===== src/rtl/video_ram_port_auto_increment_core_defines.svh =====
// ----------------------------------------------------------------------------
// Assertion macros for the video RAM port
// Shared concurrent assertion forms, clocked on the rising edge and
// disabled while the asynchronous reset is held.
// ----------------------------------------------------------------------------
`ifndef VIDEO_RAM_PORT_AUTO_INCREMENT_CORE_DEFINES_SVH
`define VIDEO_RAM_PORT_AUTO_INCREMENT_CORE_DEFINES_SVH

// Consequent must hold in the same cycle as the antecedent.
`define VRPA_ASSERT_SAME(label, clk, rst_n, ante, cons) \
	label: assert property (@(posedge clk) disable iff (!rst_n) (ante) |-> (cons)) \
		else $error("vrpa: same-cycle check failed");

// Consequent must hold in the cycle after the antecedent.
`define VRPA_ASSERT_NEXT(label, clk, rst_n, ante, cons) \
	label: assert property (@(posedge clk) disable iff (!rst_n) (ante) |=> (cons)) \
		else $error("vrpa: next-cycle check failed");

`endif


===== src/rtl/vrpa_pkg.sv =====
// ----------------------------------------------------------------------------
// vrpa_pkg
// Constants, command codes and the command type shared by the video RAM
// port front end, command queue and execution unit.
// ----------------------------------------------------------------------------
package vrpa_pkg;

	localparam int ADDR_BITS = 16;
	localparam int MEM_WORDS = 1 << ADDR_BITS;
	localparam int QUEUE_DEPTH = 2;

	localparam logic [15:0] BAD_WORD = 16'hF0F0;

	// Port register offsets
	localparam logic [3:0] OFF_POINTER = 4'h0;
	localparam logic [3:0] OFF_DATA    = 4'h2;
	localparam logic [3:0] OFF_STRIDE  = 4'h4;
	localparam logic [2:0] RD_POINTER  = 3'h0;
	localparam logic [2:0] RD_DATA     = 3'h2;
	localparam logic [2:0] RD_STRIDE   = 3'h4;

	// Command codes
	localparam logic [2:0] OP_NOP        = 3'd0;
	localparam logic [2:0] OP_SET_PTR    = 3'd1;
	localparam logic [2:0] OP_STORE      = 3'd2;
	localparam logic [2:0] OP_SET_STRIDE = 3'd3;
	localparam logic [2:0] OP_RD_BUF     = 3'd4;
	localparam logic [2:0] OP_RD_STRIDE  = 3'd5;
	localparam logic [2:0] OP_RD_BAD     = 3'd6;

	typedef struct packed {
		logic [2:0]  op;
		logic        hi_byte;
		logic [15:0] data;
	} cmd_t;

endpackage


===== src/rtl/vrpa_if.sv =====
// ----------------------------------------------------------------------------
// vrpa_req_if / vrpa_rsp_if
// Valid/ready channels for bus requests into the port and results out of it.
// ----------------------------------------------------------------------------
interface vrpa_req_if;
	logic        valid;
	logic        ready;
	logic        action;
	logic [3:0]  reg_offset;
	logic        byte_access;
	logic [15:0] write_data;

	modport source (output valid, output action, output reg_offset,
		output byte_access, output write_data, input ready);
	modport sink (input valid, input action, input reg_offset,
		input byte_access, input write_data, output ready);
endinterface



===== src/rtl/vrpa_front.sv =====
// ----------------------------------------------------------------------------
// vrpa_front
// Accepts bus requests and classifies each into a port command, held in a
// single register stage ahead of the command queue.
// ----------------------------------------------------------------------------
module vrpa_front (
	input  logic          clk,
	input  logic          arst_n,
	vrpa_req_if.sink      req,
	output logic          cmd_valid,
	input  logic          cmd_ready,
	output vrpa_pkg::cmd_t cmd
);

	logic           valid_s1;
	vrpa_pkg::cmd_t cmd_s1;
	vrpa_pkg::cmd_t decoded;

	always_comb begin
		decoded.hi_byte = req.byte_access;
		decoded.op      = vrpa_pkg::OP_NOP;
		// A byte write stores its byte in both halves of the word.
		decoded.data    = req.byte_access ? {req.write_data[7:0], req.write_data[7:0]}
			: req.write_data;
		if (req.action) begin
			// Odd offsets never match, so odd byte writes fall out as no-ops.
			unique case (req.reg_offset)
				vrpa_pkg::OFF_POINTER: decoded.op = vrpa_pkg::OP_SET_PTR;
				vrpa_pkg::OFF_DATA:    decoded.op = vrpa_pkg::OP_STORE;
				vrpa_pkg::OFF_STRIDE:  decoded.op = vrpa_pkg::OP_SET_STRIDE;
				default:               decoded.op = vrpa_pkg::OP_NOP;
			endcase
		end else begin
			// Reads decode only the low three offset bits.
			unique case (req.reg_offset[2:0])
				vrpa_pkg::RD_POINTER: decoded.op = vrpa_pkg::OP_RD_BUF;
				vrpa_pkg::RD_DATA:    decoded.op = vrpa_pkg::OP_RD_BUF;
				vrpa_pkg::RD_STRIDE:  decoded.op = vrpa_pkg::OP_RD_STRIDE;
				default:              decoded.op = vrpa_pkg::OP_RD_BAD;
			endcase
		end
	end

	assign req.ready = !valid_s1 || cmd_ready;

	always_ff @(posedge clk or negedge arst_n) begin
		if (!arst_n) begin
			valid_s1 <= 1'b0;
		end else if (req.ready) begin
			valid_s1 <= req.valid;
		end
	end

	always_ff @(posedge clk) begin
		if (req.ready && req.valid) begin
			cmd_s1 <= decoded;
		end
	end

	assign cmd_valid = valid_s1;
	assign cmd       = cmd_s1;

endmodule


===== src/flat_wrapper.sv =====
// flat-port wrapper written by rule: the top's interface ports become plain ports
module vrpa_front_flat 
  (clk, arst_n, cmd_valid, cmd_ready, cmd, req_valid, req_action, req_reg_offset, req_byte_access, req_write_data, req_ready);
  vrpa_req_if req_i ();
  input  logic clk;
  input  logic arst_n;
  output logic cmd_valid;
  input  logic cmd_ready;
  output vrpa_pkg::cmd_t cmd;
  input wire logic [$bits(req_i.valid)-1:0] req_valid;
  input wire logic [$bits(req_i.action)-1:0] req_action;
  input wire logic [$bits(req_i.reg_offset)-1:0] req_reg_offset;
  input wire logic [$bits(req_i.byte_access)-1:0] req_byte_access;
  input wire logic [$bits(req_i.write_data)-1:0] req_write_data;
  output wire logic [$bits(req_i.ready)-1:0] req_ready;
  assign req_i.valid = req_valid;
  assign req_i.action = req_action;
  assign req_i.reg_offset = req_reg_offset;
  assign req_i.byte_access = req_byte_access;
  assign req_i.write_data = req_write_data;
  assign req_ready = req_i.ready;
  vrpa_front u_core (.clk(clk), .arst_n(arst_n), .req(req_i), .cmd_valid(cmd_valid), .cmd_ready(cmd_ready), .cmd(cmd));
endmodule

===== config.mk =====
export PLATFORM = sky130hd
export DESIGN_NAME = vrpa_front_flat
export DESIGN_NICKNAME = d
export VERILOG_FILES = /design/src/rtl/video_ram_port_auto_increment_core_defines.svh /design/src/rtl/vrpa_pkg.sv /design/src/rtl/vrpa_if.sv /design/src/rtl/vrpa_front.sv /design/src/flat_wrapper.sv
export SDC_FILE = /design/constraint.sdc
export NUM_CORES = 1
export LEC_CHECK = 0
export ABC_AREA = 1
export ABC_CLOCK_PERIOD_IN_PS = 5400
export BUFFER_PORTS_ARGS = -buffer_cell sky130_fd_sc_hd__buf_2
export CAP_MARGIN = 10
export CORE_MARGIN = 10
export CORE_UTILIZATION = 45
export CTS_CLUSTER_SIZE = 12
export DETAILED_ROUTE_END_ITERATION = 10
export PLACE_DENSITY = 0.91
export SKIP_CTS_REPAIR_TIMING = 1
export SLEW_MARGIN = 20
export SYNTH_ARGS = -nofsm -noshare
export SYNTH_HDL_FRONTEND = slang
export SYNTH_SLANG_ARGS = --single-unit

===== constraint.sdc =====
create_clock -name clk -period 5.4 [get_ports clk]
set_input_delay 0.54 -clock clk [delete_from_list [all_inputs] [get_ports clk]]
set_output_delay 0.54 -clock clk [all_outputs]
set_load 0.02 [all_outputs]

==> impl_results.md <==
- Status: completed
- Final hold vios: 0
- Fmax: 0.6548 GHz
- Critical Path Source: cmd_ready
- Register area: 625.6 um2
- FF-to-FF End: u_core.cmd[16]
- DRC Markers: 0
- RSZ-0062 raised after global routing: false
- Final antenna-violating net count: 0
- Period utilization: 0.2828
- Footprint of the multi-input gates: 141.4 um2
- Detailed Place HPWL: 1.506 mm
- 1st-iter DRT viols: 5
- Slew @ Worst Pin: 612.4 ps
- Total Routed Length: 1.834 mm
- Register area share after synthesis: 0.7599
- First-pass GRT wire length: 2.932 mm
- Fill count: 154
- Die Ht: 62.78 um
- Seq cells post-synth: 21
- YS warnings: 0
- CTS tree: yes
- CTS sink count: 21
- Max-Cap Viols: 0
- Root Driver: clkbuf_4
- GP Congestion: 0.6335
- DR WL met3: 147 um
- Worst R2R Start: u_core.cmd_valid
- Number of inserted diodes: 0
- Post-DR wirelength/cell: 12.74 um
- Number of global-route vias before repair: 665
- Cells after Synth: 68
- Synth Net Count: 94
- Avg Inst Size Synth: 12.11 um2
- Crit path launch type: primary input
- Clk_lat worst skew: 280 ps
- Yosys cell types: 9
- Final Power: 309.1 uW
- Hold WC Path Type: in -> reg
- Starting density of the core: 0.4768
- Total gr overflow: 0
- DR pass1 iterations: 4
- Io pins: 48
- Met2 wire length: 947 um
- Leak pwr: 0.0005526 uW
- Worst setup EP type: output pin
- Final setup TNS: 0 ps
- Crit-path max FO: 2
- Vias: 632
- Final setup violation count: 0
- Largest net degree at the start of global routing: 21
- Clock Skews: 1.148 ps
- Post-Syn Area: 823.3 um2
- Total Nets Final: 146
- Util after Layout: 0.6522
- H-tree depth: 1
- DIE WIDTH: 62.78 um
- Initial antenna violation count: 0
- Port bufs: 47
- WL met1: 739 um
- Row count: 15
- Max-slew violation count: 0
- Minimum clock period: 1527 ps
- Post-DR vias/cell: 4.389
- Flop-to-flop setup slack: 4070 ps
- Critical path required time: 4860 ps
- CTS max path bufs: 2
- CP Capture Point: req_ready
- Area growth syn-to-layout: 36.78%
- Core Region: 0.001727 mm2
- Die Area: 0.003941 mm2
- P per Cell Area: 274.5 mW/mm2
- FF-to-FF path depth: 1
- Max_slew headroom: 0.5908
- Worst IR drop on VDD: 0.0001439 V
- Setup CP Type: in -> out
- Layout cells sized above 1: 0.4286
- Global Route Usage Sum: 0.09057
- Design area: 0.001126 mm2
- Clk pin slew, worst setup/hold paths: 100 ps
- CP arrival: 990 ps
- DP Area: 0.001082 mm2
- Uppermost layer routed: met3
- CTS Buf Count: 3
[area by class of cell]
| type | count | share of cell area |
|---|---|---|
| repair buffers | 48 | 0.2178 |
| well taps | 25 | 0.02778 |
| clock buffers | 4 | 0.02333 |
| inverters | 15 | 0.05000 |
| flip-flops and latches | 21 | 0.5556 |
| multi-input cells | 31 | 0.1256 |
[state kept, by name, summed over array words and instances (netlist names)]
register	cells
u_core.cmd_valid	1
u_core.cmd	20
[worst min path at each step]
stage                                 start          endpoint  slack (ps)  cells past startpoint
after CTS                            arst_n  u_core.cmd_valid           2                      1
after global placement               arst_n  u_core.cmd_valid         320                      1
final                     req_write_data[7]     u_core.cmd[7]         440                      1
after floorplan                      arst_n  u_core.cmd_valid         240                      0
after detailed placement             arst_n  u_core.cmd_valid         320                      1
after global routing      req_write_data[5]     u_core.cmd[5]         420                      1
[report_power, final]
group          switching (uW)  leakage, uW  total [uW]  internal (uW)
Combinational            30.5     0.000335        47.8           17.3
Clock                    40.1    0.0000150        68.7           28.6
Sequential               2.48     0.000203         193            190
Total                    73.1     0.000553         309            236
[critical path, stage by stage]
cell	delay, ps
buf_2	100
inv_1	110
nand2_1	80
buf_2	160
[metrics by stage]
stage	hold slack, ps	worst slack (ps)	std cells
3_3_place_gp	315.1	3560	139
2_1_floorplan	244.4	3409	68
4_1_cts	2.081	3787	143
3_5_place_dp	317.5	3501	139
5_1_grt	418.5	3799	144
6_report	440.7	3873	144
[logic make-up after synthesis]
group | share of synthesized area
simple gates | 0.09726
compound gates | 0.06079
flops | 0.7599
buf+inv | 0.08206
[cell usage in the layout, fill, tap and decap left out]
cell	Yosys	routed
inv_1	15	15
a21oi_1	2	1
nand3_1	1	1
buf_2	0	47
dfrtp_1	1	1
nand2_1	19	19
clkbuf_1	0	1
nor2_1	1	1
clkbuf_4	0	3
a21oi_4	0	1
o21ai_0	8	8
edfxtp_1	20	20
dlygate4sd3_1	0	1
[routing by layer]
metal | up-vias | GRT usage
met2 | 29 | 0.1603
met4 | 0 | 0.01676
met1 | 280 | 0.09705
met3 | 0 | 0.04122
li1 | 323 | -
met5 | - | 0
[Yosys cell counts]
library cell | count | area share
a21oi_1 | 2 | 0.012
buf_6 | 1 | 0.014
dfrtp_1 | 1 | 0.030
edfxtp_1 | 20 | 0.73
inv_1 | 15 | 0.068
nand2_1 | 19 | 0.087
nand3_1 | 1 | 0.0061
nor2_1 | 1 | 0.0046
o21ai_0 | 8 | 0.049
Note: power is estimated with default switching activity, not from simulation.
