--- config.mk ---
export PLATFORM = sky130hd
export DESIGN_NAME = vrpa_queue
export DESIGN_NICKNAME = d
export VERILOG_FILES = /design/src/rtl/video_ram_port_auto_increment_core_defines.svh /design/src/rtl/vrpa_pkg.sv /design/src/rtl/vrpa_queue.sv
export SDC_FILE = /design/constraint.sdc
export NUM_CORES = 1
export LEC_CHECK = 0
export BUFFER_PORTS_ARGS = -buffer_cell sky130_fd_sc_hd__buf_2
export CORE_MARGIN = 2
export CORE_UTILIZATION = 50
export CTS_CLUSTER_DIAMETER = 40
export DETAILED_ROUTE_END_ITERATION = 16
export GPL_ROUTABILITY_DRIVEN = 0
export GPL_TIMING_DRIVEN = 1
export HOLD_SLACK_MARGIN = 0.03
export PLACE_DENSITY = 0.77
export SYNTH_ARGS = -nofsm -noshare
export SYNTH_HDL_FRONTEND = slang
export SYNTH_SLANG_ARGS = --single-unit
--- constraint.sdc ---
create_clock -name clk -period 2.37 [get_ports clk]
set_input_delay 0.5925 -clock clk [delete_from_list [all_inputs] [get_ports clk]]
set_output_delay 0.5925 -clock clk [all_outputs]
set_load 0.02 [all_outputs]
--- src/rtl/video_ram_port_auto_increment_core_defines.svh ---
// ----------------------------------------------------------------------------
// Assertion macros for the video RAM port
// Shared concurrent assertion forms, clocked on the rising edge and
// disabled while the asynchronous reset is held.
// ----------------------------------------------------------------------------
`ifndef VIDEO_RAM_PORT_AUTO_INCREMENT_CORE_DEFINES_SVH
`define VIDEO_RAM_PORT_AUTO_INCREMENT_CORE_DEFINES_SVH

// Consequent must hold in the same cycle as the antecedent.
`define VRPA_ASSERT_SAME(label, clk, rst_n, ante, cons) \
	label: assert property (@(posedge clk) disable iff (!rst_n) (ante) |-> (cons)) \
		else $error("vrpa: same-cycle check failed");

// Consequent must hold in the cycle after the antecedent.
`define VRPA_ASSERT_NEXT(label, clk, rst_n, ante, cons) \
	label: assert property (@(posedge clk) disable iff (!rst_n) (ante) |=> (cons)) \
		else $error("vrpa: next-cycle check failed");

`endif

--- src/rtl/vrpa_pkg.sv ---
// ----------------------------------------------------------------------------
// vrpa_pkg
// Constants, command codes and the command type shared by the video RAM
// port front end, command queue and execution unit.
// ----------------------------------------------------------------------------
package vrpa_pkg;

	localparam int ADDR_BITS = 16;
	localparam int MEM_WORDS = 1 << ADDR_BITS;
	localparam int QUEUE_DEPTH = 2;

	localparam logic [15:0] BAD_WORD = 16'hF0F0;

	// Port register offsets
	localparam logic [3:0] OFF_POINTER = 4'h0;
	localparam logic [3:0] OFF_DATA    = 4'h2;
	localparam logic [3:0] OFF_STRIDE  = 4'h4;
	localparam logic [2:0] RD_POINTER  = 3'h0;
	localparam logic [2:0] RD_DATA     = 3'h2;
	localparam logic [2:0] RD_STRIDE   = 3'h4;

	// Command codes
	localparam logic [2:0] OP_NOP        = 3'd0;
	localparam logic [2:0] OP_SET_PTR    = 3'd1;
	localparam logic [2:0] OP_STORE      = 3'd2;
	localparam logic [2:0] OP_SET_STRIDE = 3'd3;
	localparam logic [2:0] OP_RD_BUF     = 3'd4;
	localparam logic [2:0] OP_RD_STRIDE  = 3'd5;
	localparam logic [2:0] OP_RD_BAD     = 3'd6;

	typedef struct packed {
		logic [2:0]  op;
		logic        hi_byte;
		logic [15:0] data;
	} cmd_t;

endpackage

--- src/rtl/vrpa_queue.sv ---
// ----------------------------------------------------------------------------
// vrpa_queue
// Short command queue that decouples the front end from the execution unit.
// ----------------------------------------------------------------------------
module vrpa_queue (
	input  logic           clk,
	input  logic           arst_n,
	input  logic           in_valid,
	output logic           in_ready,
	input  vrpa_pkg::cmd_t in_cmd,
	output logic           out_valid,
	input  logic           out_ready,
	output vrpa_pkg::cmd_t out_cmd
);

	localparam int PTR_BITS = $clog2(vrpa_pkg::QUEUE_DEPTH);
	localparam int CNT_BITS = $clog2(vrpa_pkg::QUEUE_DEPTH + 1);

	vrpa_pkg::cmd_t        entry_q [vrpa_pkg::QUEUE_DEPTH];
	logic [PTR_BITS-1:0]   wr_ptr_q;
	logic [PTR_BITS-1:0]   rd_ptr_q;
	logic [CNT_BITS-1:0]   count_q;
	logic                  push;
	logic                  pop;

	assign in_ready  = count_q != CNT_BITS'(vrpa_pkg::QUEUE_DEPTH);
	assign out_valid = count_q != '0;
	assign push      = in_valid && in_ready;
	assign pop       = out_valid && out_ready;
	assign out_cmd   = entry_q[rd_ptr_q];

	always_ff @(posedge clk or negedge arst_n) begin
		if (!arst_n) begin
			wr_ptr_q <= '0;
			rd_ptr_q <= '0;
			count_q  <= '0;
		end else begin
			if (push) begin
				wr_ptr_q <= (wr_ptr_q == PTR_BITS'(vrpa_pkg::QUEUE_DEPTH - 1)) ? '0
					: wr_ptr_q + 1'b1;
			end
			if (pop) begin
				rd_ptr_q <= (rd_ptr_q == PTR_BITS'(vrpa_pkg::QUEUE_DEPTH - 1)) ? '0
					: rd_ptr_q + 1'b1;
			end
			if (push && !pop) begin
				count_q <= count_q + 1'b1;
			end else if (pop && !push) begin
				count_q <= count_q - 1'b1;
			end
		end
	end

	always_ff @(posedge clk) begin
		if (push) begin
			entry_q[wr_ptr_q] <= in_cmd;
		end
	end

endmodule

==> results of run 1 <==
## power breakdown
| part | internal, mW | switching, mW | leakage (nW) |
|---|---|---|---|
| combinational | 0.431 | 0.556 | 0.347 |
| sequential | 1.07 | 0.0677 | 0.418 |
| clock | 0.221 | 0.213 | 0.0422 |
## final cells by class
cell class | count | area (µm²) | share of cell area
Tap cell | 44 | 55.05 | 0.02676
Clock inverter | 2 | 35.03 | 0.01703
Timing Repair Buffer | 51 | 285.3 | 0.1387
Clock buffer | 6 | 41.29 | 0.02007
Sequential cell | 44 | 1301 | 0.6326
Multi-Input combinational cell | 33 | 335.3 | 0.1630
Inverter | 1 | 3.754 | 0.001825
## per-stage QoR
stage / worst slack, ps / hold WS, ps
floorplan: 432.5 / 296.9
global placement: 705.8 / 403.1
detailed placement: 686.7 / 409.1
CTS: 335.7 / 37.96
global route: 284.1 / 410.3
finish: 359.7 / 436.5
## path summary, 6_finish.rpt
path	from	slack, ps	endpoint	cells past startpoint
setup / recovery	rd_ptr_q$_DFFE_PN0P_	360	out_cmd[19]	3
hold / removal	in_cmd[8]	440	entry_q[1][8]$_DFFE_PP_	1
setup reg to reg	count_q[0]$_DFFE_PN0P_	790	entry_q[0][11]$_DFFE_PP_	4
hold reg to reg	wr_ptr_q$_DFFE_PN0P_	530	wr_ptr_q$_DFFE_PN0P_	1
max in group asynchronous	arst_n	1650	wr_ptr_q$_DFFE_PN0P_	2
min in group asynchronous	arst_n	580	count_q[0]$_DFFE_PN0P_	2
## flip-flops by register name (all words and copies together) (netlist names)
| signal | flops |
|---|---|
| count_q | 2 |
| entry_q | 40 |
| rd_ptr_q | 1 |
| wr_ptr_q | 1 |
## routing by layer
layer / up-vias / track usage / wire length, µm
met2: 28 / 0.2677 / 1423
li1: 415 / - / -
met5: - / 0 / 0
met4: 0 / 0.07295 / 38
met3: 5 / 0.04762 / 123
met1: 406 / 0.1660 / 980
## synthesized netlist by cell type
| cell | number |
|---|---|
| edfxtp_1 | 40 |
| ha_1 | 1 |
| and3_1 | 1 |
| nand2_1 | 1 |
| nand2_4 | 1 |
| clkbuf_8 | 2 |
| dfrtp_1 | 4 |
| nor2_1 | 2 |
| xor2_1 | 2 |
| inv_1 | 1 |
| mux2_2 | 20 |
| nand2b_4 | 1 |
| xnor2_1 | 3 |
| or2_4 | 1 |
## repair_timing
action | CTS | global route
setup endpoints to repair | 0 | 0
endpoints found under the hold margin | 0 | 2
setup buffers | 0 | 0
hold buffers | 0 | 1
## worst max-delay path, stage by stage (launching register included)
cell and delay [ps]:
dfrtp_1 360, buf_4 200, mux2_2 360, buf_2 160
## logic make-up after synthesis
group | Yosys count
DFF | 44
muxes | 20
and+or+nand+nor | 7
xor gates and xnor gates | 5
buffers and inverters | 3
adders and majority gates | 1
==> run_results.csv, run 1 <==
group,metric,value,unit
run_status,status,"completed",
cts,cts.path.max_buffers,2,
drt,wire_per_inst,14.17,µm
setup_path,critPathKind,"flip-flop to output port",
timing,slew_headroom,0.6957,
timing,worst_slew_pin_slew,455.9,ps
drt,drtAntennaViolNets,0,
die,die_x,61.71,µm
timing,post-route-period-util,0.8482,
global_route,gr-total-overflow,0,
timing,final-hold-violation-count,0,
power_and_ir_drop,p_leak,0.8077,nW
finish,fin_util,0.6629,
timing,rsz0062_at_grt,"false",
finish,fillers,240,
finish,instances_no_fill,181,
timing,fin_skew,12.68,ps
yosys,yosysTopAreaCell,"edfxtp_1",
setup_path,critPathMaxFanout,11,
setup_path,critPathRequiredTime,1780,ps
yosys,syn_area,1665,µm²
finish,diodes,0,
setup_path,startpoint_type,"flip-flop",
global_route,grt_max_degree,14,
yosys,synthSimpleGateAreaFrac,0.03080,
yosys,yosysUniqueCellTypes,14,
finish,mostFrequentLayoutCell,"buf_2",
drt,wirelength,2565,µm
setup_path,cp.arrival,1420,ps
yosys,ys_seq_area_frac,0.7814,
yosys,synth_fa_ha_area_frac,0.007513,
yosys,syn_nets,105,
power_and_ir_drop,p_total,2.556,mW
place,placedInstanceArea,1971,µm²
drt,drt_iter0_markers,29,
drt,vias,854,
finish,stdcell_area,2057,µm²
finish,layout_common_cells,"45 x buf_2, 40 x edfxtp_1, 20 x mux2_2, 5 x clkbuf_4",
place,numPortBuffers,45,
drt,drt-vias-per-instance,4.718,
global_route,grt_pass1_vias,894,
cts,h-tree-depth,2,
power_and_ir_drop,vdd.ir_drop.worst,0.6900,mV
die,core_area,3103,µm²
finish,drive_above_1_share,0.5912,
timing,period_minus_slack,2010,ps
yosys,ys_ff_latch,44,
global_route,antenna_found_initial,0,
cts,cts_tree,"done",
timing,fin_tns_setup,0,ps
setup_path,cp-end-kind,"output port",
global_route,grt_usage,0.1519,
cts,cts_buffers,5,
job,drv_cap,0,
timing,maxSlewViolCount,0,
die,std_cell_rows,20,
drt,drt-pass1-iter-count,4,
cts,cts_resized,0,
die,die-height,61.71,µm
hold_path,hold_class,"input port to flip-flop",
die,dieArea,3808,µm²
timing,setup_viol,0,
place,place_inst,172,
die,io_pins,46,
global_route,grt_pass1_wl,3919,µm
yosys,syn_inst,80,
yosys,synthXorXnorAreaFrac,0.02630,
cts,clk_latency,330,ps
cts,clock-sinks,44,
timing,fmax,497.4,MHz
yosys,ys_warn_count,0,
cts,clk_pin_slew,120,ps
yosys,synth.area.top_cells,"edfxtp_1 72%, mux2_2 14%, dfrtp_1 6.0%",
cts,root_buffer,"clkbuf_4",
yosys,synth_compound_area_frac,0,
finish,area_growth,23.52,%
die,start_util,0.5367,
power_and_ir_drop,power.density,1242,nW/µm²
yosys,synthMuxAreaShare,0.1352,
finish,nets,161,
yosys,syn_area_per_cell,20.82,µm²
drt,drc,0,
place,dp_hpwl,1946,µm
yosys,synth_top_area_frac,0.7213,
yosys,synth_top_family_by_area,"multiplexers",
Note: power is estimated with default switching activity, not from simulation.
==> run 2, diff against run 1 <==
- ABC_AREA: unset -> 1
- CORE_UTILIZATION: 50 -> 46
- PLACE_DENSITY: 0.77 -> 0.74
- clock period: 2.37 -> 1.7 ns (I/O delays scaled with it)
==> run 2 against run 1 <==
Synthesized cell count is 66% higher. Critical endpoint is now out_cmd[1]. Largest cell class unchanged. Count of clock-buffer cells in the layout is 1 lower. Worst setup slack got worse by 310 ps. Highest routed layer unchanged. Core utilization is 7.1 points lower. Via count rose by 25%.
==> run_results.csv, run 2 <==
group,metric,value,unit
job,drv_cap,0,
finish,diodes,0,
finish,mostFrequentLayoutCell,"nand2_1",
setup_path,critPathKind,"flip-flop to output port",
drt,drt-vias-per-instance,4.568,
finish,top_register,"entry_q",
setup_path,regToRegSetupSlack,260,ps
die,std_cell_rows,22,
cts,clk_latency,290,ps
global_route,grt_pass1_vias,1073,
cts,cts.path.max_buffers,2,
drt,wirelength,2894,µm
yosys,yosysUniqueCellTypes,15,
place,numPortBuffers,45,
timing,final-hold-violation-count,0,
setup_path,startpoint_type,"flip-flop",
yosys,synth_ff_type,"edfxtp_1",
setup_path,cp.arrival,1220,ps
timing,rsz0062_at_grt,"true",
timing,slew_headroom,0.8221,
global_route,grt_pass1_wl,4692,µm
die,die_x,65.02,µm
setup_path,rr_endpoint,"count_q[1]$_DFFE_PN0P_",
timing,post-route-period-util,0.9689,
finish,nets,210,
power_and_ir_drop,p_leak,0.9537,nW
die,core_area,3633,µm²
power_and_ir_drop,clkPwrFrac,0.197,
timing,fin_skew,4.452,ps
yosys,syn_inst,133,
place,dp_hpwl,1929,µm
setup_path,cp_common_cell,"nand2_1",
hold_path,hold-path-endpoint,"entry_q[1][14]$_DFFE_PP_",
hold_path,hp-start,"in_cmd[14]",
finish,drive_above_1_share,0.3602,
yosys,ys_seq_area_frac,0.7597,
die,dieArea,4228,µm²
hold_path,hold_class,"input port to flip-flop",
setup_path,slowest_stage,"dfrtp_2",
global_route,antenna_found_initial,0,
setup_path,ff2ff_path_depth,9,
setup_path,cp_slowest_stage_delay,470,ps
yosys,syn_area,1713,µm²
yosys,synth_top_area_frac,0.7012,
timing,setup_viol,0,
run_status,status,"completed",
cts,h-tree-depth,2,
cts,clock-sinks,44,
finish,layout_common_cells,"66 x nand2_1, 40 x edfxtp_1, 39 x buf_2, 6 x buf_4, 5 x clkbuf_8",
drt,vias,1069,
drt,drtAntennaViolNets,0,
cts,root_buffer,"clkbuf_8",
power_and_ir_drop,netSwitchingPower,1.477,mW
yosys,synth_edf_count,40,
timing,maxSlewViolCount,0,
yosys,syn_area_per_cell,12.88,µm²
setup_path,crit_chain,"buf_12 -> nand2_1 -> nand2_1 -> buf_4",
global_route,gr-total-overflow,0,
cts,cts_tree,"done",
power_and_ir_drop,vdd.ir_drop.worst,0.8780,mV
power_and_ir_drop,power.density,1833,nW/µm²
cts,cts_buffers,5,
timing,whs,317.5,ps
drt,drt-pass1-iter-count,4,
finish,fin_util,0.5916,
finish,reg_top3,"entry_q: 40 flops, count_q: 2 flops",
timing,fmax,607.1,MHz
power_and_ir_drop,intPower,2.463,mW
timing,fin_tns_setup,0,ps
yosys,synth.area.top_cells,"edfxtp_1 70%, nand2_1 14%, dfrtp_1 5.8%",
setup_path,critPathRequiredTime,1270,ps
setup_path,cp-end-kind,"output port",
finish,area_growth,25.49,%
die,io_pins,46,
drt,drt_iter0_markers,41,
yosys,async_flop_share,0.09091,
global_route,grt_max_degree,22,
drt,drc,0,
finish,largest_reg_flops,40,
yosys,ys_warn_count,0,
yosys,yosysTopAreaCell,"edfxtp_1",
timing,worst_slew_pin_slew,266.9,ps
yosys,ys_ff_latch,44,
timing,period_minus_slack,1647,ps
power_and_ir_drop,seqPwrFrac,0.407,
die,die-height,65.02,µm
setup_path,critPathMaxFanout,21,
yosys,syn_nets,158,
power_and_ir_drop,combPwrFrac,0.396,
die,start_util,0.4714,
setup_path,rr_startpoint,"count_q[0]$_DFFE_PN0P_",
global_route,grt_usage,0.1524,
cts,clk_pin_slew,80,ps
hold_path,worstHoldPathCells,1,
power_and_ir_drop,swShare,0.3749,
drt,wire_per_inst,12.37,µm
yosys,synth.most_common_cell,"nand2_1",
yosys,ys_top_cells_by_count,"66 x nand2_1, 40 x edfxtp_1, 4 x dfrtp_1, 4 x inv_1",
[run 2: changes by cell type after synthesis, sizes merged, moves of 2 or more]
cell	delta
inv	+6
nand3	+2
nand2	+68
xnor2	-2
mux2	-20
buf	+4
clkbuf	-2
[run 2: per-stage QoR]
stage | setup WS, ps | instances | total power [mW] | instance area [µm²]
floorplan | -174.3 | 133 | 2.655 | 1713
global placement | 316.6 | 225 | 3.020 | 1984
detailed placement | 258.1 | 225 | 3.081 | 1984
CTS | 12.79 | 234 | 3.877 | 2112
global route | -9.976 | 234 | 4.195 | 2150
finish | 52.94 | 234 | 3.941 | 2150
[run 2: power by group through the flow]
stage               Sequential [mW]  Combinational [mW]  Clock, mW
global route                   1.62                1.72      0.847
detailed placement             1.61                1.47          0
global placement               1.59                1.43          0
finish                         1.60                1.56      0.776
floorplan                      1.60                1.06          0
CTS                            1.59                1.50      0.793
[run 2: critical path, delay by kind of cell (launching register included)]
family,cells,cell delay [ps]
flip-flops,1,470
buffers and inverters,2,330
AND/OR/NAND/NOR,2,130
[run 2: area by class of cell]
type	instances	area, µm²
fill	298	1484
sequential	44	1303
multi-input combinational	78	349.1
timing repair buffer	49	292.8
clock buffer	5	68.82
tap	48	60.06
clock inverter	3	42.54
inverter	7	33.78
[run 2: worst max-delay path by stage]
stage	start	endpoint	slack (ps)
detailed placement	rd_ptr_q$_DFFE_PN0P_	out_cmd[1]	260
finish	rd_ptr_q$_DFFE_PN0P_	out_cmd[1]	50
global route	rd_ptr_q$_DFFE_PN0P_	out_cmd[19]	-10
floorplan	count_q[0]$_DFFE_PN0P_	entry_q[0][0]$_DFFE_PP_	-170
global placement	rd_ptr_q$_DFFE_PN0P_	out_cmd[7]	320
CTS	rd_ptr_q$_DFFE_PN0P_	out_cmd[1]	10
[run 2: kinds of logic after synthesis]
family,Yosys count,synth area share
AND/OR/NAND/NOR,75,0.1790
buffers and inverters,11,0.03944
XOR/XNOR,2,0.01461
flip-flops,44,0.7597
adder cells (fa/ha/maj),1,0.007303
[run 2: repair_timing]
| item | 4_1_cts | 5_1_grt |
|---|---|---|
| hold buffers | 1 | 0 |
| endpoints found under the setup margin | 20 | 20 |
| gates resized for setup | 2 | 13 |
| buffers inserted | 0 | 0 |
| endpoints found under the hold margin | 4 | 0 |
[run 2: routing by layer]
layer	vias to the layer above	GRT usage	routed length (µm)
li1	536	-	-
met1	481	0.1720	1231
met2	45	0.2461	1327
met3	7	0.07639	295
met4	0	0.06250	40
met5	-	0	0
